$ cat config.mk
export PLATFORM = sky130hd
export DESIGN_NAME = temperature_false_color_map
export DESIGN_NICKNAME = d
export VERILOG_FILES = /design/src/rtl/tfcm_pkg.sv /design/src/rtl/temperature_false_color_map.sv
export SDC_FILE = /design/constraint.sdc
export NUM_CORES = 1
export LEC_CHECK = 0
export BUFFER_PORTS_ARGS = -buffer_cell sky130_fd_sc_hd__buf_2
export CAP_MARGIN = 20
export CORE_UTILIZATION = 30
export DETAILED_ROUTE_END_ITERATION = 8
export PLACE_DENSITY = 0.43
export SLEW_MARGIN = 10
export SYNTH_ARGS = -nofsm -noshare
export SYNTH_HDL_FRONTEND = slang
export SYNTH_SLANG_ARGS = --single-unit
$ cat constraint.sdc
create_clock -name i_clk -period 3.3 [get_ports i_clk]
set_input_delay 0.495 -clock i_clk [delete_from_list [all_inputs] [get_ports i_clk]]
set_output_delay 0.495 -clock i_clk [all_outputs]
set_load 0.1 [all_outputs]
$ cat src/rtl/tfcm_pkg.sv
// Package for the thermal false-colour map: register indexes, palette segment
// codes, fixed widths of the gray path and the palette ramp function.
// No dependencies; imported by temperature_false_color_map.
package tfcm_pkg;

    localparam int QUOT_BITS = 8;
    localparam int LATENCY   = QUOT_BITS + 3;

    localparam logic CFG_LOWER = 1'b0;
    localparam logic CFG_UPPER = 1'b1;

    localparam logic [7:0] GRAY_MIN = 8'h00;
    localparam logic [7:0] GRAY_MAX = 8'hFF;

    typedef enum logic [1:0] {
        SEG_BLUE   = 2'b00,
        SEG_GREEN  = 2'b01,
        SEG_YELLOW = 2'b10,
        SEG_RED    = 2'b11
    } t_segment;

    // floor(k * 255 / 64) for a six-bit k.
    function automatic logic [7:0] ramp(input logic [5:0] k);
        logic [13:0] p;
        p = {k, 8'h00} - 14'(k);
        return p[13:6];
    endfunction

endpackage

$ cat src/rtl/temperature_false_color_map.sv
// Thermal false-colour map: clamps a temperature word between two limits,
// scales it to gray and maps gray to a four-segment palette.
// Depends on tfcm_pkg.
//
//   channel   handshake          payload
//   input     start / busy       i_temperature
//   result    o_valid (strobe)   o_gray, o_red, o_green, o_blue
//   config    i_cfg_we           i_cfg_index, i_cfg_data
//
// One word enters per clock; busy is high only while reset is held. Each result
// is registered through the limit and dividend stages, the eight compare-and-subtract
// stages of the restoring divider and the palette stage.
// Reset clears the valid bits and loads the limits with 2000 and 4000.
// The receiver cannot stall, so the pipeline never holds.
module temperature_false_color_map
    import tfcm_pkg::*;
#(
    parameter int TEMP_BITS = 16
) (
    input  logic                 i_clk,
    input  logic                 i_rst_n,
    input  logic                 start,
    output logic                 busy,
    input  logic [TEMP_BITS-1:0] i_temperature,
    input  logic                 i_cfg_we,
    input  logic                 i_cfg_index,
    input  logic [TEMP_BITS-1:0] i_cfg_data,
    output logic                 o_valid,
    output logic [7:0]           o_gray,
    output logic [7:0]           o_red,
    output logic [7:0]           o_green,
    output logic [7:0]           o_blue
);

    localparam int DW = TEMP_BITS + QUOT_BITS;

    logic signed [TEMP_BITS-1:0] r_lower;
    logic signed [TEMP_BITS-1:0] r_upper;

    always_ff @(posedge i_clk) begin
        if (!i_rst_n) begin
            r_lower <= TEMP_BITS'(2000);
            r_upper <= TEMP_BITS'(4000);
        end else if (i_cfg_we) begin
            case (i_cfg_index)
                CFG_LOWER: r_lower <= i_cfg_data;
                CFG_UPPER: r_upper <= i_cfg_data;
                default: ;
            endcase
        end
    end

    assign busy = !i_rst_n;

    // Limit stage.
    logic signed [TEMP_BITS-1:0] n_temp;
    logic [TEMP_BITS-1:0]        n_num;
    logic [TEMP_BITS-1:0]        n_den;
    logic                        r_v1;
    logic                        r_s0_1;
    logic                        r_s1_1;
    logic [TEMP_BITS-1:0]        r_num_1;
    logic [TEMP_BITS-1:0]        r_den_1;

    assign n_temp = i_temperature;
    assign n_num  = n_temp - r_lower;
    assign n_den  = r_upper - r_lower;

    always_ff @(posedge i_clk) begin
        if (!i_rst_n) begin
            r_v1 <= 1'b0;
        end else begin
            r_v1 <= start && !busy;
        end
        r_s0_1  <= n_temp <= r_lower;
        r_s1_1  <= n_temp >= r_upper;
        r_num_1 <= n_num;
        r_den_1 <= n_den;
    end

    // Divider pipeline; index 0 holds the dividend num * 255.
    logic                 r_v   [0:QUOT_BITS];
    logic                 r_s0  [0:QUOT_BITS];
    logic                 r_s1  [0:QUOT_BITS];
    logic [DW-1:0]        r_rem [0:QUOT_BITS];
    logic [QUOT_BITS-1:0] r_q   [0:QUOT_BITS];
    logic [TEMP_BITS-1:0] r_den [0:QUOT_BITS];

    always_ff @(posedge i_clk) begin
        if (!i_rst_n) begin
            r_v[0] <= 1'b0;
        end else begin
            r_v[0] <= r_v1;
        end
        r_s0[0]  <= r_s0_1;
        r_s1[0]  <= r_s1_1;
        r_rem[0] <= {r_num_1, 8'h00} - DW'(r_num_1);
        r_q[0]   <= '0;
        r_den[0] <= r_den_1;
    end

    for (genvar k = 0; k < QUOT_BITS; k++) begin : g_div
        logic [DW-1:0] n_dsh;
        logic [DW:0]   n_diff;
        logic          n_bit;

        assign n_dsh  = DW'(r_den[k]) << (QUOT_BITS - 1 - k);
        assign n_diff = {1'b0, r_rem[k]} - {1'b0, n_dsh};
        assign n_bit  = !n_diff[DW];

        always_ff @(posedge i_clk) begin
            if (!i_rst_n) begin
                r_v[k+1] <= 1'b0;
            end else begin
                r_v[k+1] <= r_v[k];
            end
            r_s0[k+1]  <= r_s0[k];
            r_s1[k+1]  <= r_s1[k];
            r_rem[k+1] <= n_bit ? n_diff[DW-1:0] : r_rem[k];
            r_q[k+1]   <= {r_q[k][QUOT_BITS-2:0], n_bit};
            r_den[k+1] <= r_den[k];
        end
    end

    // Palette stage.
    logic [7:0] n_gray;
    logic [7:0] n_red;
    logic [7:0] n_green;
    logic [7:0] n_blue;
    t_segment   n_seg;

    always_comb begin
        if (r_s0[QUOT_BITS]) begin
            n_gray = GRAY_MIN;
        end else if (r_s1[QUOT_BITS]) begin
            n_gray = GRAY_MAX;
        end else begin
            n_gray = r_q[QUOT_BITS];
        end
        n_seg   = t_segment'(n_gray[7:6]);
        n_red   = GRAY_MIN;
        n_green = GRAY_MIN;
        n_blue  = GRAY_MIN;
        case (n_seg)
            SEG_BLUE: begin
                n_blue = ramp(n_gray[5:0]);
            end
            SEG_GREEN: begin
                n_green = ramp(n_gray[5:0]);
                n_blue  = ramp(~n_gray[5:0]);
            end
            SEG_YELLOW: begin
                n_red   = ramp(n_gray[5:0]);
                n_green = GRAY_MAX;
            end
            SEG_RED: begin
                n_red   = GRAY_MAX;
                n_green = ramp(~n_gray[5:0]);
            end
            default: ;
        endcase
    end

    always_ff @(posedge i_clk) begin
        if (!i_rst_n) begin
            o_valid <= 1'b0;
        end else begin
            o_valid <= r_v[QUOT_BITS];
        end
        o_gray  <= n_gray;
        o_red   <= n_red;
        o_green <= n_green;
        o_blue  <= n_blue;
    end

    // Every result traces back to an earlier input word.
    a_result_has_word: assert property (@(posedge i_clk) disable iff (!i_rst_n)
        o_valid |-> $past(start, LATENCY))
        else $error("result without a matching input word");

    // Between the limits the quotient must stay below full scale.
    a_quot_below_max: assert property (@(posedge i_clk) disable iff (!i_rst_n)
        (r_v[QUOT_BITS] && !r_s0[QUOT_BITS] && !r_s1[QUOT_BITS])
        |-> (r_q[QUOT_BITS] != GRAY_MAX))
        else $error("unsaturated gray reached full scale");

    // The final remainder must be smaller than the divisor.
    a_rem_below_den: assert property (@(posedge i_clk) disable iff (!i_rst_n)
        (r_v[QUOT_BITS] && !r_s0[QUOT_BITS] && !r_s1[QUOT_BITS])
        |-> (r_rem[QUOT_BITS] < DW'(r_den[QUOT_BITS])))
        else $error("divider remainder not reduced");

    // Gray zero must come out as black.
    a_black_at_zero: assert property (@(posedge i_clk) disable iff (!i_rst_n)
        (o_valid && o_gray == GRAY_MIN)
        |-> (o_red == GRAY_MIN && o_green == GRAY_MIN && o_blue == GRAY_MIN))
        else $error("gray zero did not map to black");

endmodule
Word level (Yosys, flattened, before mapping)
Memories as Yosys holds them, arrays and structs flattened. A register that Yosys moved wholly into a read port is not among the register bits.
Index checks and enable logic that the tools add are counted.
{"block": "word_totals", "word_cells": 84, "input_bits": 37, "n_memories": 6, "ram_bits": 459, "reg_bits": 99}
{"name": "r_rem", "depth": 9, "word_bits": 24, "rd": 8, "rd_clocked_by_memory_dff": 0, "wr": 9, "line_no": "temperature_false_color_map.sv:85", "rtl": "logic [DW-1:0] r_rem [0:QUOT_BITS];"}
{"name": "r_den", "depth": 9, "word_bits": 16, "rd": 8, "rd_clocked_by_memory_dff": 0, "wr": 9, "line_no": "temperature_false_color_map.sv:87", "rtl": "logic [TEMP_BITS-1:0] r_den [0:QUOT_BITS];"}
{"name": "r_q", "depth": 9, "word_bits": 8, "rd": 9, "rd_clocked_by_memory_dff": 0, "wr": 9, "line_no": "temperature_false_color_map.sv:86", "rtl": "logic [QUOT_BITS-1:0] r_q [0:QUOT_BITS];"}
{"name": "r_s0", "depth": 9, "word_bits": 1, "rd": 9, "rd_clocked_by_memory_dff": 0, "wr": 9, "line_no": "temperature_false_color_map.sv:83", "rtl": "logic r_s0 [0:QUOT_BITS];"}
{"name": "r_s1", "depth": 9, "word_bits": 1, "rd": 9, "rd_clocked_by_memory_dff": 0, "wr": 9, "line_no": "temperature_false_color_map.sv:84", "rtl": "logic r_s1 [0:QUOT_BITS];"}
{"name": "r_v", "depth": 9, "word_bits": 1, "rd": 9, "rd_clocked_by_memory_dff": 1, "wr": 9, "line_no": "temperature_false_color_map.sv:82", "rtl": "logic r_v [0:QUOT_BITS];"}
{"block": "classes", "add_sub_neg": 13, "eq_ne": 3, "reduce_logical": 14, "n_mux": 24, "bitwise_logic": 11, "order_cmp": 2}
{"cell": "2-to-1 mux 24 bit", "n": 8}
{"cell": "one-hot mux 8 bit (2 select lines)", "n": 2}
{"cell": "subtractor 16 bit", "n": 2}
{"cell": "subtractor 14 x 6 -> 14 bit", "n": 2}
{"cell": "subtractor 24 x 16 -> 25 bit", "n": 1}
{"cell": "subtractor 24 x 17 -> 25 bit", "n": 1}
{"cell": "subtractor 24 x 18 -> 25 bit", "n": 1}
{"cell": "subtractor 24 x 19 -> 25 bit", "n": 1}
{"cell": "subtractor 24 x 20 -> 25 bit", "n": 1}
{"cell": "subtractor 24 x 21 -> 25 bit", "n": 1}
{"cell": "subtractor 24 x 22 -> 25 bit", "n": 1}
{"cell": "subtractor 24 x 23 -> 25 bit", "n": 1}
{"cell": "one-hot mux 8 bit (3 select lines)", "n": 1}
{"cell": "subtractor 24 x 16 -> 24 bit", "n": 1}
{"cell": "greater-or-equal comparator 16 bit", "n": 1}
{"cell": "less-or-equal comparator 16 bit", "n": 1}
{"cell": "2-to-1 mux 8 bit", "n": 2}
{"cell": "2-to-1 mux 1 bit", "n": 11}
{"cell": "zero test 1 bit", "n": 10}
{"cell": "OR 1 bit", "n": 9}
{"cell": "NOT 6 bit", "n": 1}
{"cell": "equality test 2 bit, second input constant", "n": 2}
{"cell": "AND reduction 2 bit", "n": 2}
{"cell": "equality test 2 x 1 -> 1 bit, second input constant", "n": 1}
{"cell": "other kinds (3)", "n": 3}

Logic depth before layout (Yosys ltp)
An unclocked memory read counts as a cell.
{"block": "depth", "depth_word": 6, "depth_mapped": 13, "ltp_nobuf": 11}

Least setup slack after synthesis
No wires, ideal clock.
{"block": "synth_timing", "path_kind": "flip-flop to flip-flop", "start": "mem r_rem[0][122] in the netlist's numbering", "end": "mem r_rem[0][154] in the netlist's numbering", "setup_slack_ns": 0.539, "required_time_ns": 3.179, "t_arrival_ns": 2.640, "stages_incl_launch_ff": 12, "cell_sequence": "dfxtp_1 inv_1 ha_1 inv_1 fa_1 a211oi_1 nor2_1 o31ai_1 a21oi_1 o21ai_1 buf_2 mux2_2"}
{"item": "start: declaration", "line_no": "temperature_false_color_map.sv:85"}

==> impl_metrics.tcl <==
set metrics [dict create \
    cts_buffer_depth 3 \
    startpoint_type "flip-flop" \
    drtIter0Drc 671 \
    use_met2 0.241 \
    drive_gt1_frac 0.107 \
    place_congestion 0.914 \
    worst_slack_ps 281 \
    critPathKind "reg -> reg" \
    vias 15500 \
    dieArea_um2 71700 \
    start_util 0.303 \
    syn_inst 2243 \
    syn_area_um2 21200 \
    crit_path_end "r_rem[0][162]" \
    use_met1 0.152 \
    fin_setup_tns_ps 0 \
    place_area_um2 22800 \
    cts_hold_buf 0 \
    synth_seq_cells 483 \
    p_per_area_nw_per_um2 1120 \
    port_buffers 70 \
    outcome "complete, no violations" \
    crit_chain "ha_1, inv_1, fa_1, a211oi_1, nor2_1, o31ai_1, buf_4, a21oi_1, o21ai_0, nor3b_1, xor2_1" \
    core_area_um2 69900 \
    overflow 0 \
    num_rows 97 \
    die_x_um 268 \
    cp_slowest_cell "fa_1" \
    antenna_found_initial 0 \
    ant_nets 0 \
    finalSetupViolCount 0 \
    tightest_slew_ps 788 \
    routed_wl_mm 47.1 \
    clk_pin_slew_worst_paths_ps 60 \
    critPathArrivalTime_ps 3530 \
    total_leakage_power_uw 0.0107 \
    postCtsResizedCells 0 \
    cts.sinks 483 \
    grt_use_met3 0.0213 \
    synth-async-reset-ratio 0 \
    rsz0062_at_grt "false" \
    grt.total_usage 0.133 \
    drcViolationCount 0 \
    synth_edf_count 0 \
    pre_cts_slack_ps 303 \
    r2r_start "r_den[0][80]" \
    placedCellCount 3233 \
    hold_violations 0 \
    hpwl_mm 36.8 \
    fmax_mhz 331 \
    worstSetupStartpoint "r_den[0][80]" \
    nNetsFinal 2578 \
    rrSetupSlack_ps 280 \
    cts_tree "yes" \
    slew_headroom 0.473 \
    grt_pass1_wl_mm 77.7 \
    root_buffer "clkbuf_16" \
    path_max_fanout 5 \
    syn_avg_cell_area_um2 9.45 \
    n_antenna_cell 0 \
    syn_to_final_growth_pct 16.3 \
    cts_setup_buffers 0 \
    r2r_cells 11 \
    peakVddDrop_mv 0.415 \
    grt_pass1_vias 16000 \
    clock_latency_ps 600 \
    grt-busiest-layer "met2" \
    grt_start_max_net_pins 32 \
    first_pass_iters 5 \
    slew_violations 0 \
    fin_crit_sh 0.915 \
    synth_nets 2472 \
    final_cell_count_no_fill 3329 \
    avgViaCountPerCell 4.66 \
    ys_seq_area_frac 0.456 \
    cts_buffers 54 \
    fin_total_pwr_uw 27600 \
    fin_skew_ps 12.0 \
    io_pins 71 \
    fin_crit_ps 3020 \
    drv_cap 0 \
    ys.warnings.count 0 \
    mostFrequentLayoutCells "dfxtp_1, inv_1, ha_1" \
    yosys_most_used_dff "dfxtp_1" \
    cp-end-kind "flip-flop" \
    min_path_type "in -> reg" \
    yosys.cell_types.count 83 \
    postLayoutCellArea_um2 24600 \
    r2r-end "r_rem[0][162]" \
    die_h_um 268 \
    wl_per_cell_um 14.1 \
    htreeDepth 2 \
    layout_commonest_cell "dfxtp_1" \
    cp.required_ps 3810 \
    slowest_delay_ps 420 \
]
[cell type report]
class                   count  area [µm²]
clock buffers              77        1630
flip-flops and latches    483        9670
clock inverters            19         255
inverters                 219         822
repair buffers             97         591
well taps                 940        1180
fillers                  7178       45300
multi-input cells        1494       10500
[worst max-delay path, delay by kind of cell (launching register included)]
family	cells	cell delay, ps
AO/OA/AOI/OAI	4	1170
XOR/XNOR	1	180
adder cells (fa/ha/maj)	2	590
buffers and inverters	2	260
flip-flops	1	340
AND/OR/NAND/NOR	2	380
[kinds of logic (layout without fill, tap and decap cells)]
family                   after synthesis  count (layout)  synth area share
multiplexers                          43              43            0.0235
AO/OA/AOI/OAI                        581             581             0.176
adder cells (fa/ha/maj)              192             192             0.117
AND/OR/NAND/NOR                      545             545             0.125
XOR/XNOR                             133             133            0.0550
buffers and inverters                266             412            0.0485
flip-flops                           483             483             0.456
[flip-flops by register name, indices dropped and copies added, names as in the netlist, 8 cells and up]
register / flops
r_rem: 192
r_den: 128
r_q: 36
r_den_1: 16
r_lower: 16
r_num_1: 16
r_upper: 16
r_s0: 9
r_s1: 9
r_v: 9
o_blue: 8
o_gray: 8
o_green: 8
o_red: 8
[where the power goes]
group          total (µW)  internal [µW]  leakage (µW)  switching, µW
Combinational       12300           5340       0.00573           6990
Clock                6250           3880      0.000925           2370
Sequential           8970           7880       0.00405           1080
Total               27600          17100        0.0107          10500
[cells in the mapped netlist, drive strengths merged, types with 13 or more instances]
cell | number | area, µm²
nand3 | 33 | 165
and3 | 13 | 81.3
xor2 | 51 | 447
dfxtp | 483 | 9670
nor3 | 43 | 220
nand2 | 173 | 649
and2 | 16 | 100
mux2 | 36 | 428
o21a | 31 | 233
nor2 | 132 | 503
nor4 | 14 | 100
ha | 183 | 2290
o211ai | 26 | 195
a21oi | 172 | 865
nand2b | 29 | 181
clkbuf | 34 | 128
a211oi | 23 | 173
nand4 | 15 | 93.8
o21ai | 134 | 671
o21bai | 13 | 97.6
inv | 219 | 822
xnor2 | 82 | 718
nor2b | 27 | 169
buf | 13 | 78.8
a31oi | 17 | 106
o31ai | 23 | 191
a21o | 45 | 338
[worst min-delay path by stage]
stage               startpoint          end  slack (ps)  cells after the start
finish                   start         r_v1         110                      2
global route             start         r_v1          90                      2
CTS                      start         r_v1          70                      2
detailed placement  r_q[0][40]   r_q[0][49]         310                      0
global placement    r_den_1[4]  r_den[0][4]         310                      0
floorplan           r_den_1[0]  r_den[0][0]         310                      0
[through the flow]
stage,utilization,hold slack [ps]
after floorplan,-,310
after global placement,0.326,311
after detailed placement,0.326,312
after CTS,0.353,67.1
after global routing,0.353,91.2
final,0.353,111
[metal layers]
| metal | wire (µm) | up-vias | share of wire |
|---|---|---|---|
| li1 | - | 8032 | - |
| met4 | 1860 | 0 | 0.039 |
| met2 | 23200 | 266 | 0.49 |
| met5 | 0 | - | 0 |
| met1 | 20400 | 7094 | 0.43 |
| met3 | 1620 | 120 | 0.034 |
(Power assumes the default switching activity.)
